**src/hw/rtl/shns_pkg.sv**
```systemverilog
package shns_pkg;

	localparam int MAX_POINTS      = 1024;
	localparam int MAX_CELLS       = 4096;
	localparam int BUCKET_CAPACITY = 8;
	localparam int MAX_HITS        = 64;

	localparam int PT_AW   = $clog2(MAX_POINTS);
	localparam int CNT_W   = PT_AW + 1;
	localparam int CELL_AW = $clog2(MAX_CELLS);
	localparam int ENT_AW  = $clog2(BUCKET_CAPACITY);
	localparam int FILL_W  = $clog2(BUCKET_CAPACITY + 1);
	localparam int HIT_W   = $clog2(MAX_HITS + 1);
	localparam int RES_W   = 5;
	localparam int CELL_W  = 4;
	localparam int SPC_W   = 31;
	localparam int POS_W   = 32;
	localparam int RAD_W   = 31;
	localparam int IDX_W   = 10;
	localparam int CFG_AW  = 2;
	localparam int CFG_DW  = 31;
	localparam int RES_MAX = 16;

	typedef enum logic [1:0] {
		MODE_CLEAR  = 2'd0,
		MODE_INSERT = 2'd1,
		MODE_QUERY  = 2'd2
	} mode_t;

	typedef enum logic [1:0] {
		STAT_OK         = 2'd0,
		STAT_BKT_FULL   = 2'd1,
		STAT_STORE_FULL = 2'd2
	} status_t;

	typedef enum logic [1:0] {
		REG_RES_X   = 2'd0,
		REG_RES_Y   = 2'd1,
		REG_RES_Z   = 2'd2,
		REG_SPACING = 2'd3
	} cfg_reg_t;

	typedef enum logic [2:0] {
		EM_NONE,
		EM_CLR,
		EM_INS,
		EM_PEND,
		EM_END
	} emit_t;

	typedef enum logic [3:0] {
		ST_INIT,
		ST_IDLE,
		ST_CLR,
		ST_CLR_OUT,
		ST_DIV,
		ST_FIX,
		ST_KEY,
		ST_INS,
		ST_FILL,
		ST_ENT,
		ST_PT,
		ST_DIFF,
		ST_SQ,
		ST_CMP,
		ST_END
	} state_t;

	typedef struct packed {
		logic  load;
		logic  sweep;
		logic  fix;
		logic  key_rd;
		logic  ent_rst;
		logic  ent_inc;
		logic  cell_inc;
		logic  diff;
		logic  sq;
		logic  cmp;
		emit_t emit;
	} ctrl_cmd_t;

	typedef struct packed {
		logic [1:0] mode;
		logic       div_done;
		logic       sweep_done;
		logic       out_free;
		logic       fill_zero;
		logic       ent_more;
		logic       cell_last;
		logic       pi_ok;
		logic       hit;
		logic       pend_vld;
	} dp_sts_t;

	function automatic logic [RES_W-1:0] eff_res(input logic [RES_W-1:0] r);
		if (r == '0)
			return RES_W'(1);
		else if (r > RES_W'(RES_MAX))
			return RES_W'(RES_MAX);
		else
			return r;
	endfunction

endpackage

```
**src/hw/rtl/shns_ctrl.sv**
```systemverilog
module shns_ctrl
	import shns_pkg::*;
(
	input  logic       clk,
	input  logic       arst_n,
	input  logic       in_valid,
	input  logic [1:0] in_mode,
	output logic       in_ready,
	input  dp_sts_t    sts,
	output ctrl_cmd_t  cmd
);

	state_t st_q, nxt;

	always_ff @(posedge clk or negedge arst_n) begin
		if (!arst_n)
			st_q <= ST_INIT;
		else
			st_q <= nxt;
	end

	always_comb begin
		nxt      = st_q;
		cmd      = '0;
		cmd.emit = EM_NONE;
		in_ready = 1'b0;
		unique case (st_q)
			ST_INIT: begin
				cmd.sweep = 1'b1;
				if (sts.sweep_done)
					nxt = ST_IDLE;
			end
			ST_IDLE: begin
				in_ready = 1'b1;
				if (in_valid) begin
					cmd.load = 1'b1;
					case (in_mode) inside
						MODE_CLEAR:              nxt = ST_CLR;
						MODE_INSERT, MODE_QUERY: nxt = ST_DIV;
						default:                 nxt = ST_IDLE;
					endcase
				end
			end
			ST_CLR: begin
				cmd.sweep = 1'b1;
				if (sts.sweep_done)
					nxt = ST_CLR_OUT;
			end
			ST_CLR_OUT: begin
				cmd.emit = EM_CLR;
				if (sts.out_free)
					nxt = ST_IDLE;
			end
			ST_DIV: begin
				if (sts.div_done)
					nxt = ST_FIX;
			end
			ST_FIX: begin
				cmd.fix = 1'b1;
				nxt     = ST_KEY;
			end
			ST_KEY: begin
				cmd.key_rd = 1'b1;
				nxt        = (sts.mode == MODE_INSERT) ? ST_INS : ST_FILL;
			end
			ST_INS: begin
				cmd.emit = EM_INS;
				if (sts.out_free)
					nxt = ST_IDLE;
			end
			ST_FILL: begin
				if (!sts.fill_zero) begin
					cmd.ent_rst = 1'b1;
					nxt         = ST_ENT;
				end else if (sts.cell_last) begin
					nxt = ST_END;
				end else begin
					cmd.cell_inc = 1'b1;
					nxt          = ST_KEY;
				end
			end
			ST_ENT: nxt = ST_PT;
			ST_PT: begin
				if (sts.pi_ok) begin
					nxt = ST_DIFF;
				end else if (sts.ent_more) begin
					cmd.ent_inc = 1'b1;
					nxt         = ST_ENT;
				end else if (!sts.cell_last) begin
					cmd.cell_inc = 1'b1;
					nxt          = ST_KEY;
				end else begin
					nxt = ST_END;
				end
			end
			ST_DIFF: begin
				cmd.diff = 1'b1;
				nxt      = ST_SQ;
			end
			ST_SQ: begin
				cmd.sq = 1'b1;
				nxt    = ST_CMP;
			end
			ST_CMP: begin
				// a new hit pushes the held one out first
				if (sts.hit && sts.pend_vld)
					cmd.emit = EM_PEND;
				if (!(sts.hit && sts.pend_vld && !sts.out_free)) begin
					cmd.cmp = 1'b1;
					if (sts.ent_more) begin
						cmd.ent_inc = 1'b1;
						nxt         = ST_ENT;
					end else if (!sts.cell_last) begin
						cmd.cell_inc = 1'b1;
						nxt          = ST_KEY;
					end else begin
						nxt = ST_END;
					end
				end
			end
			ST_END: begin
				cmd.emit = EM_END;
				if (sts.out_free)
					nxt = ST_IDLE;
			end
			default: nxt = ST_IDLE;
		endcase
	end

endmodule

```
**config.mk**
```make
export PLATFORM = sky130hd
export DESIGN_NAME = shns_ctrl
export DESIGN_NICKNAME = d
export VERILOG_FILES = /design/src/hw/rtl/shns_pkg.sv /design/src/hw/rtl/shns_ctrl.sv
export SDC_FILE = /design/constraint.sdc
export NUM_CORES = 1
export LEC_CHECK = 0
export ABC_CLOCK_PERIOD_IN_PS = 2500
export BUFFER_PORTS_ARGS = -buffer_cell sky130_fd_sc_hd__buf_2
export CORE_AREA = 3 3 40 42
export CTS_BUF_LIST = sky130_fd_sc_hd__clkbuf_16
export CTS_CLUSTER_DIAMETER = 60
export DETAILED_ROUTE_END_ITERATION = 6
export DIE_AREA = 0 0 43 45
export GPL_ROUTABILITY_DRIVEN = 0
export GPL_TIMING_DRIVEN = 1
export PLACE_DENSITY = 0.8
export SKIP_CTS_REPAIR_TIMING = 1
export SLEW_MARGIN = 5
export SYNTH_ARGS = -nofsm -noshare
export SYNTH_HDL_FRONTEND = slang
export SYNTH_SLANG_ARGS = --single-unit
```
**constraint.sdc**
```tcl
create_clock -name clk -period 2.5 [get_ports clk]
set_input_delay 0.5 -clock clk [delete_from_list [all_inputs] [get_ports clk]]
set_output_delay 0.5 -clock clk [all_outputs]
set_load 0.05 [all_outputs]
```
==> results of run 1 <==
[worst min path at each step]
| stage | to | slack [ns] | cells after the start |
|---|---|---|---|
| 2_1_floorplan | st_q[0] | 0.20 | 0 |
| 3_3_place_gp | st_q[3] | 0.30 | 1 |
| 3_5_place_dp | st_q[2] | 0.31 | 1 |
| 4_1_cts | st_q[2] | 0.08 | 1 |
| 5_1_grt | st_q[2] | 0.08 | 1 |
| 6_report | st_q[2] | 0.08 | 1 |
[final cells by class]
type,count,share of cell area
timing repair buffer,33,0.1991
sequential,4,0.1138
multi-input combinational,77,0.5462
clock buffer,3,0.08535
inverter,8,0.03414
tap,15,0.02134
[worst reg2reg max path: stages, from the launching register on]
cell	delay, ns
dfrtp_1	0.53
buf_4	0.25
nand4b_1	0.15
o211ai_1	0.11
a221o_1	0.46
a221oi_1	0.24
o22ai_1	0.12
[cells in the final DEF (no fill, tap or decap), drive strengths merged, types with 4 or more instances in the layout]
cell type | Yosys | final
buf | 5 | 33
o21ai | 9 | 9
nor2 | 10 | 10
nand2 | 10 | 10
nor3 | 7 | 7
inv | 8 | 8
a21oi | 7 | 7
dfrtp | 4 | 4
nand2b | 4 | 4
[logic make-up after synthesis]
| family | count (synthesis) | synth area share |
|---|---|---|
| compound gates | 28 | 0.2840 |
| fa+ha+maj | 2 | 0.04056 |
| buf+inv | 15 | 0.1055 |
| flops | 4 | 0.1623 |
| mux | 2 | 0.03448 |
| simple gates | 45 | 0.3733 |
[routing by layer]
metal | GRT usage | part of all wire | routed length, µm
met4 | 0.01807 | 0 | 0
met3 | 0.02390 | 0.073 | 128
met5 | 0 | 0 | 0
met2 | 0.3353 | 0.48 | 836
met1 | 0.2549 | 0.45 | 781
[stage by stage]
step / std cells / total power [mW] / setup slack, ns / setup TNS [ns] / utilization
after CTS: 140 / 1.229 / 0.1888 / 0 / 0.6845
final: 140 / 1.226 / 0.1774 / 0 / 0.6845
after floorplan: 96 / 0.8065 / -0.09574 / -0.09574 / -
after global routing: 140 / 1.318 / 0.06791 / 0 / 0.6845
after detailed placement: 137 / 0.9791 / 0.4230 / 0 / 0.6261
after global placement: 137 / 0.9744 / 0.4908 / 0 / 0.6261
[report_power, final]
part | total [mW] | internal (mW) | switching [mW]
Combinational | 0.824 | 0.284 | 0.540
Clock | 0.243 | 0.204 | 0.0388
Sequential | 0.159 | 0.0986 | 0.0605
Total | 1.23 | 0.586 | 0.639
==> summary.txt, run 1 <==
Timing
  – Final setup fails: 0
  – Worst-margin pin slew: 0.3420 ns
  – Fmax: 430.6 MHz
  – Final Hold Viols: 0
  – Tmin final: 2.323 ns
  – Slew HR: 0.7720
  – Period utilization: 0.9290
  – RSZ-0062 raised after global routing: no
  – Max Transition Viols Final: 0
  – Min Hold Slack: 0.07622 ns
  – Layout Skew: 0.002732 ns

Route
  – Initial detailed-routing violation count: 18
  – DRT Wirelength: 1745 µm
  – Mean routed wirelength per cell: 12.46 µm
  – Pre-antenna DRT Iters: 4
  – Antenna Nets Post-Route: 0
  – Vias/cell: 5.657
  – DRC viols: 0
  – Via count: 792

Worst setup path
  – Crit Reg-Reg Startpoint: st_q[0]
  – Flop-to-flop setup slack: 0.51 ns
  – R2R Path End: st_q[3]
  – CP bufs+invs: 1
  – Crit Path Category: reg -> out
  – CP endpoint kind: output pin
  – Worst setup path endpoint: cmd[6]
  – Worst Reg-to-Reg Cells: 6
  – CP max FO: 12
  – CP Launch Type: flop
  – Delay-heaviest family, CP: simple AND/OR/NAND/NOR gates
  – Worst path required time: 2.00 ns
  – Arrival time at the worst endpoint: 1.82 ns
  – Slowest cell delay on critical path: 0.53 ns
  – Slowest cell on crit path: dfrtp_1
  – Critical path cell sequence: nand2b_1 > nor3_2 > a21oi_1 > nor4_4 > buf_2
  – Critical path launch point: st_q[0]
  – Levels on crit path: 5

Global route
  – Initial antenna violation count: 0
  – Vias in the first global route: 691
  – Grt ovf: 0
  – GRT Overall Usage: 0.1886
  – First-pass GRT wire length: 2925 µm
  – Largest net degree at the start of global routing: 19

Logic synthesis
  – Avg Inst Size Synth: 6.425 µm²
  – Synth area leader: dfrtp_1
  – Top area cells in the synthesized netlist: dfrtp_1, o21ai_0, nand2_1
  – Commonest cells post-synth: nand2_1, nor2_1, o21ai_0, inv_1
  – Register area share after synthesis: 0.1623
  – Netlist Area Pre-Place: 616.8 µm²
  – Synth Warn #: 0
  – Mapped Nets: 114
  – Area share of the largest cell type after synthesis: 0.1623
  – Post-synthesis cell type count: 30
  – Top_reg_cell synth: dfrtp_1
  – Asr flop ratio synth: 1.000
  – Yosys reg bits: 4
  – Number of flops mapped to enable cells by yosys: 0
  – Post-Syn Instances: 96

Place
  – Post-DP HPWL: 1407 µm
  – Port Buf Inserts: 29
  – Area after DPL: 804.5 µm²

Layout
  – Top flop regs: st_q x4
  – Largest register FFs: 4
  – Final #Nets: 145
  – Biggest register: st_q
  – Reg area: 100.1 µm²
  – Final instance area: 879.6 µm²
  – Fraction of layout cells with a size suffix above 1: 0.3280
  – Fillers: 122
  – ANT cells: 0
  – Multi-input gate area: 480.5 µm²
  – Layout area overhead: 42.60%

Clock tree
  – Worst skew pair latency: 0.22 ns
  – Num Clock Sinks: 4
  – Num CTS Buffers: 3
  – Clock slew at reported path FFs: 0.03 ns
  – CTS tree: done
  – CTS Root Cell: clkbuf_16
  – H-tree depth: 1
  – Clock buffer depth: 2

Job
  – MaxCap Viol Count: 0

Power
  – Pwr per Cell Area: 1393 nW/µm²
  – Pleak: 0.4370 nW
  – Worst VDD drop: 1.067 mV

Die
  – Die Footprint: 1935 µm²
  – Chip width: 43 µm
  – FP Rows: 13
  – Core ar.: 1285 µm²
  – Io pins: 30
  – Die H: 45 µm
  – Starting density of the core: 0.4800

Min path
  – Hold Path Class: in -> async

Run status
  – Status: completed
Note: power is estimated with default switching activity, not from simulation.
==> inputs of run 2 (changes only) <==
--- a/config.mk
+++ b/config.mk
@@ -8,13 +8,15 @@
 export ABC_CLOCK_PERIOD_IN_PS = 2500
 export BUFFER_PORTS_ARGS = -buffer_cell sky130_fd_sc_hd__buf_2
 export CORE_AREA = 3 3 40 42
-export CTS_BUF_LIST = sky130_fd_sc_hd__clkbuf_16
+export CTS_BUF_LIST = sky130_fd_sc_hd__clkbuf_8 sky130_fd_sc_hd__clkbuf_16
 export CTS_CLUSTER_DIAMETER = 60
+export CTS_CLUSTER_SIZE = 20
 export DETAILED_ROUTE_END_ITERATION = 6
 export DIE_AREA = 0 0 43 45
 export GPL_ROUTABILITY_DRIVEN = 0
 export GPL_TIMING_DRIVEN = 1
 export PLACE_DENSITY = 0.8
+export RECOVER_POWER = 100
 export SKIP_CTS_REPAIR_TIMING = 1
 export SLEW_MARGIN = 5
 export SYNTH_ARGS = -nofsm -noshare
==> run 2 against run 1 <==
Combinational power is 1% lower. Worst hold slack better by 0.025 ns. Via count is 0.38% lower. Sequential power hardly changed. Worst setup slack worse by 0.0095 ns. Highest routed layer is now met4.
==> summary.txt, run 2 (same netlist as run 1, synthesis figures left out) <==
Route
  – Vias/cell: 5.636
  – Initial detailed-routing violation count: 26
  – DRT Wirelength: 1765 µm
  – DRC viols: 0
  – Mean routed wirelength per cell: 12.61 µm
  – Antenna Nets Post-Route: 0
  – Pre-antenna DRT Iters: 5
  – Via count: 789

Layout
  – Commonest non-fill, non-tap cell in the layout: buf_2
  – Fraction of layout cells with a size suffix above 1: 0.2320
  – Commonest non-fill, non-tap cells in the layout: buf_2, clkbuf_1, nand2_1, nor2_1, o21ai_0
  – Final #Nets: 145
  – Final instance area: 830.8 µm²
  – Largest register FFs: 4
  – Top flop regs: st_q x4
  – Layout area overhead: 34.69%
  – Fillers: 132
  – Biggest register: st_q
  – ANT cells: 0
  – Post-Route Utilization: 0.6465

Timing
  – Worst-margin pin slew: 0.6068 ns
  – Period utilization: 0.9328
  – RSZ-0062 raised after global routing: no
  – Max Transition Viols Final: 0
  – Final setup fails: 0
  – Slew HR: 0.5972
  – Fmax: 428.8 MHz
  – Final Hold Viols: 0
  – Layout Skew: 0.004327 ns
  – Tmin final: 2.332 ns

Worst setup path
  – CP max FO: 12
  – Crit Path Category: reg -> out
  – CP endpoint kind: output pin
  – Critical path cell sequence: nand2b_1 > nor3_2 > a21oi_1 > nor4_4 > clkbuf_2
  – Delay-heaviest family, CP: simple AND/OR/NAND/NOR gates
  – CP Launch Type: flop
  – Slowest cell on crit path: dfrtp_1
  – Worst path required time: 2.00 ns
  – Arrival time at the worst endpoint: 1.83 ns
  – CP bufs+invs: 1
  – Slowest cell delay on critical path: 0.53 ns

Clock tree
  – Num Clock Sinks: 4
  – CTS tree: done
  – Clock slew at reported path FFs: 0.03 ns
  – Num CTS Buffers: 3
  – H-tree depth: 1
  – Worst skew pair latency: 0.22 ns
  – CTS Root Cell: clkbuf_8
  – Clock buffer depth: 2

Die
  – FP Rows: 13
  – Starting density of the core: 0.4800
  – Die H: 45 µm
  – Io pins: 30
  – Chip width: 43 µm
  – Die Footprint: 1935 µm²
  – Core ar.: 1285 µm²

Power
  – Pleak: 0.3702 nW
  – Worst VDD drop: 0.8661 mV
  – Pwr per Cell Area: 1330 nW/µm²
  – Final total power: 1.105 mW

Global route
  – Met2 Usage GRT: 0.3413
  – First-pass GRT wire length: 2967 µm
  – GRT Overall Usage: 0.1928
  – Largest net degree at the start of global routing: 19
  – Met1 Use GR: 0.2549
  – GRT busiest layer: met2
  – Grt ovf: 0
  – Initial antenna violation count: 0
  – M3 GR Usage: 0.02390
  – Vias in the first global route: 692

Place
  – Area after DPL: 804.5 µm²
  – Port Buf Inserts: 29
  – Post-DP HPWL: 1407 µm

Run status
  – Status: completed

Min path
  – Hold Path Class: in -> async

Job
  – MaxCap Viol Count: 0
run 2: worst paths after layout:
check                             start      end  slack [ns]  depth (start not counted)
worst max-delay path            st_q[0]   cmd[6]        0.17                          5
worst min-delay path             arst_n  st_q[2]        0.10                          1
worst max register to register  st_q[0]  st_q[3]        0.52                          6
worst min register to register  st_q[2]  st_q[2]        0.72                          2
max in group asynchronous        arst_n  st_q[0]        2.22                          1
min in group clk                 sts[3]  st_q[3]        0.71                          3
run 2: report_power, final:
part	total, mW	switching (mW)	leakage, nW	internal (mW)
logic	0.814	0.542	0.300	0.271
registers	0.158	0.0598	0.0487	0.0987
clock network	0.133	0.0306	0.0216	0.102
total	1.11	0.633	0.370	0.472
run 2: cell type report:
cell class                 instances  area (µm²)  area share
timing repair buffer              33       160.2      0.1928
tap                               15       18.77     0.02259
clock buffer                       3       41.29     0.04970
inverter                           8       30.03     0.03614
sequential                         4       100.1      0.1205
multi-input combinational         77       480.5      0.5783
run 2: worst reg2reg max path, cell delays in order, from the launching register on:
cell and delay [ns]:
dfrtp_1 0.53, buf_4 0.25, nand4b_1 0.15, o211ai_1 0.11
a221o_1 0.47, a221oi_1 0.24, o22ai_1 0.12
run 2: layer usage:
| metal | vias up | share of wire |
|---|---|---|
| li1 | 401 | - |
| met1 | 353 | 0.44 |
| met2 | 33 | 0.47 |
| met3 | 2 | 0.078 |
| met4 | 0 | 0.0040 |
| met5 | - | 0 |
run 2: stage by stage:
stage	setup WS (ns)	instances	TNS (ns)	hold slack (ns)
detailed placement	0.4230	137	0	0.3080
floorplan	-0.09574	96	-0.09574	0.2044
CTS	0.1990	140	0	0.07838
global route	0.04547	140	0	0.1126
global placement	0.4908	137	0	0.3043
finish	0.1680	140	0	0.1009
==> inputs of run 3 (changes only) <==
--- a/config.mk
+++ b/config.mk
@@ -15,7 +15,7 @@
 export DIE_AREA = 0 0 43 45
 export GPL_ROUTABILITY_DRIVEN = 0
 export GPL_TIMING_DRIVEN = 1
-export PLACE_DENSITY = 0.8
+export PLACE_DENSITY = 0.83
 export RECOVER_POWER = 100
 export SKIP_CTS_REPAIR_TIMING = 1
 export SLEW_MARGIN = 5
==> run 3 against run 2 <==
Total power fell by 0.21%. Sequential power rose by 10%. Critical path depth rose by 1. Largest cell class unchanged. Critical endpoint unchanged. Die area did not move.
==> summary.txt, run 3 (same netlist as run 1, synthesis figures left out) <==
Die
  – Chip width: 43 µm
  – Die H: 45 µm
  – Die Footprint: 1935 µm²
  – FP Rows: 13
  – Core ar.: 1285 µm²
  – Io pins: 30
  – Starting density of the core: 0.4800

Timing
  – Max Transition Viols Final: 0
  – Fmax: 431.2 MHz
  – Period utilization: 0.9277
  – Setup TNS: 0 ns
  – Worst-margin pin slew: 0.6041 ns
  – Slew HR: 0.5990
  – Final setup fails: 0
  – Tmin final: 2.319 ns
  – Layout Skew: 0.003784 ns
  – Final Hold Viols: 0
  – RSZ-0062 raised after global routing: no

Global route
  – Initial antenna violation count: 0
  – First-pass GRT wire length: 3022 µm
  – Grt ovf: 0
  – Largest net degree at the start of global routing: 15
  – GRT Overall Usage: 0.2022
  – Vias in the first global route: 714

Power
  – Pleak: 0.3708 nW
  – Sw frac: 0.5774
  – Clk pwr share: 0.118
  – Flop pwr share: 0.158
  – Pwr per Cell Area: 1331 nW/µm²
  – Net Sw Power: 0.6367 mW
  – Worst VDD drop: 0.8343 mV
  – Final total power: 1.103 mW
  – Comb power frac: 0.724
  – Pint: 0.4661 mW

Layout
  – Commonest non-fill, non-tap cells in the layout: buf_2, clkbuf_1, nand2_1, nor2_1, o21ai_0
  – Final #Nets: 145
  – Top flop regs: st_q x4
  – Fillers: 114
  – Reg area: 100.1 µm²
  – Multi-input gate area: 480.5 µm²
  – Fraction of layout cells with a size suffix above 1: 0.2320
  – Largest register FFs: 4
  – Commonest non-fill, non-tap cell in the layout: buf_2
  – Biggest register: st_q
  – Final instance area: 828.3 µm²
  – ANT cells: 0
  – Layout area overhead: 34.28%
  – Post-Route Utilization: 0.6446

Clock tree
  – CTS Root Cell: clkbuf_8
  – Num Clock Sinks: 4
  – Worst skew pair latency: 0.21 ns
  – Clock slew at reported path FFs: 0.03 ns
  – Num CTS Buffers: 3
  – CTS tree: done
  – Clock buffer depth: 2
  – H-tree depth: 1

Route
  – Antenna Nets Post-Route: 0
  – DRC viols: 0
  – DRT Wirelength: 1845 µm
  – Pre-antenna DRT Iters: 4
  – Vias/cell: 5.793
  – Via count: 811
  – Mean routed wirelength per cell: 13.18 µm
  – Initial detailed-routing violation count: 30

Place
  – Area after DPL: 804.5 µm²
  – Post-DP HPWL: 1444 µm
  – Port Buf Inserts: 29

Worst setup path
  – CP Launch Type: flop
  – Arrival time at the worst endpoint: 1.82 ns
  – Worst path required time: 2.00 ns
  – Critical path cell sequence: buf_4 > mux2i_1 > nor3_1 > a21oi_1 > nor4_4 > buf_2
  – Delay-heaviest family, CP: flip-flops
  – Slowest cell delay on critical path: 0.51 ns
  – CP max FO: 12
  – Slowest cell on crit path: dfrtp_1
  – CP bufs+invs: 2
  – Crit Path Category: reg -> out
  – CP endpoint kind: output pin

Job
  – MaxCap Viol Count: 0

Min path
  – Hold Path Class: in -> async

Run status
  – Status: completed
-- run 3: cell counts in the layout (fill, tap and decap cells not counted) --
Identical to the previous run, type by type.
-- run 3: layer usage --
layer | GRT usage | vias up | wire (µm)
li1 | - | 407 | -
met1 | 0.2409 | 356 | 776
met2 | 0.3383 | 44 | 884
met3 | 0.03586 | 4 | 147
met4 | 0.1265 | 0 | 36
met5 | 0 | - | 0
-- run 3: power by group through the flow --
stage	Combinational (mW)	Clock, mW	Sequential (mW)
6_report	0.799	0.130	0.174
3_3_place_gp	0.796	0	0.172
2_1_floorplan	0.690	0	0.116
3_5_place_dp	0.803	0	0.173
4_1_cts	0.811	0.133	0.172
5_1_grt	0.868	0.137	0.183
-- run 3: path summary, 6_finish.rpt --
| kind | depth (start not counted) | slack [ns] | start | endpoint |
|---|---|---|---|---|
| min in group clk | 2 | 0.72 | st_q[2] | st_q[2] |
| worst max-delay path | 6 | 0.18 | st_q[1] | cmd[6] |
| max in group asynchronous | 1 | 2.22 | arst_n | st_q[3] |
| worst min register to register | 2 | 0.72 | st_q[2] | st_q[2] |
| worst max register to register | 5 | 0.49 | st_q[2] | st_q[0] |
| worst min-delay path | 1 | 0.10 | arst_n | st_q[1] |
-- run 3: layout make-up --
cell class,count,share of cell area
multi-input cells,77,0.5801
inverters,8,0.03625
well taps,15,0.02266
flip-flops and latches,4,0.1208
repair buffers,33,0.1903
clock buffers,3,0.04985
-- run 3: stage by stage --
stage               setup WS, ns  std cells  hold WS [ns]
floorplan               -0.09574         96        0.2044
global placement          0.4853        137        0.3024
detailed placement        0.4294        137        0.3054
CTS                       0.1968        140       0.08116
global route             0.04047        140        0.1244
finish                    0.1809        140        0.1019
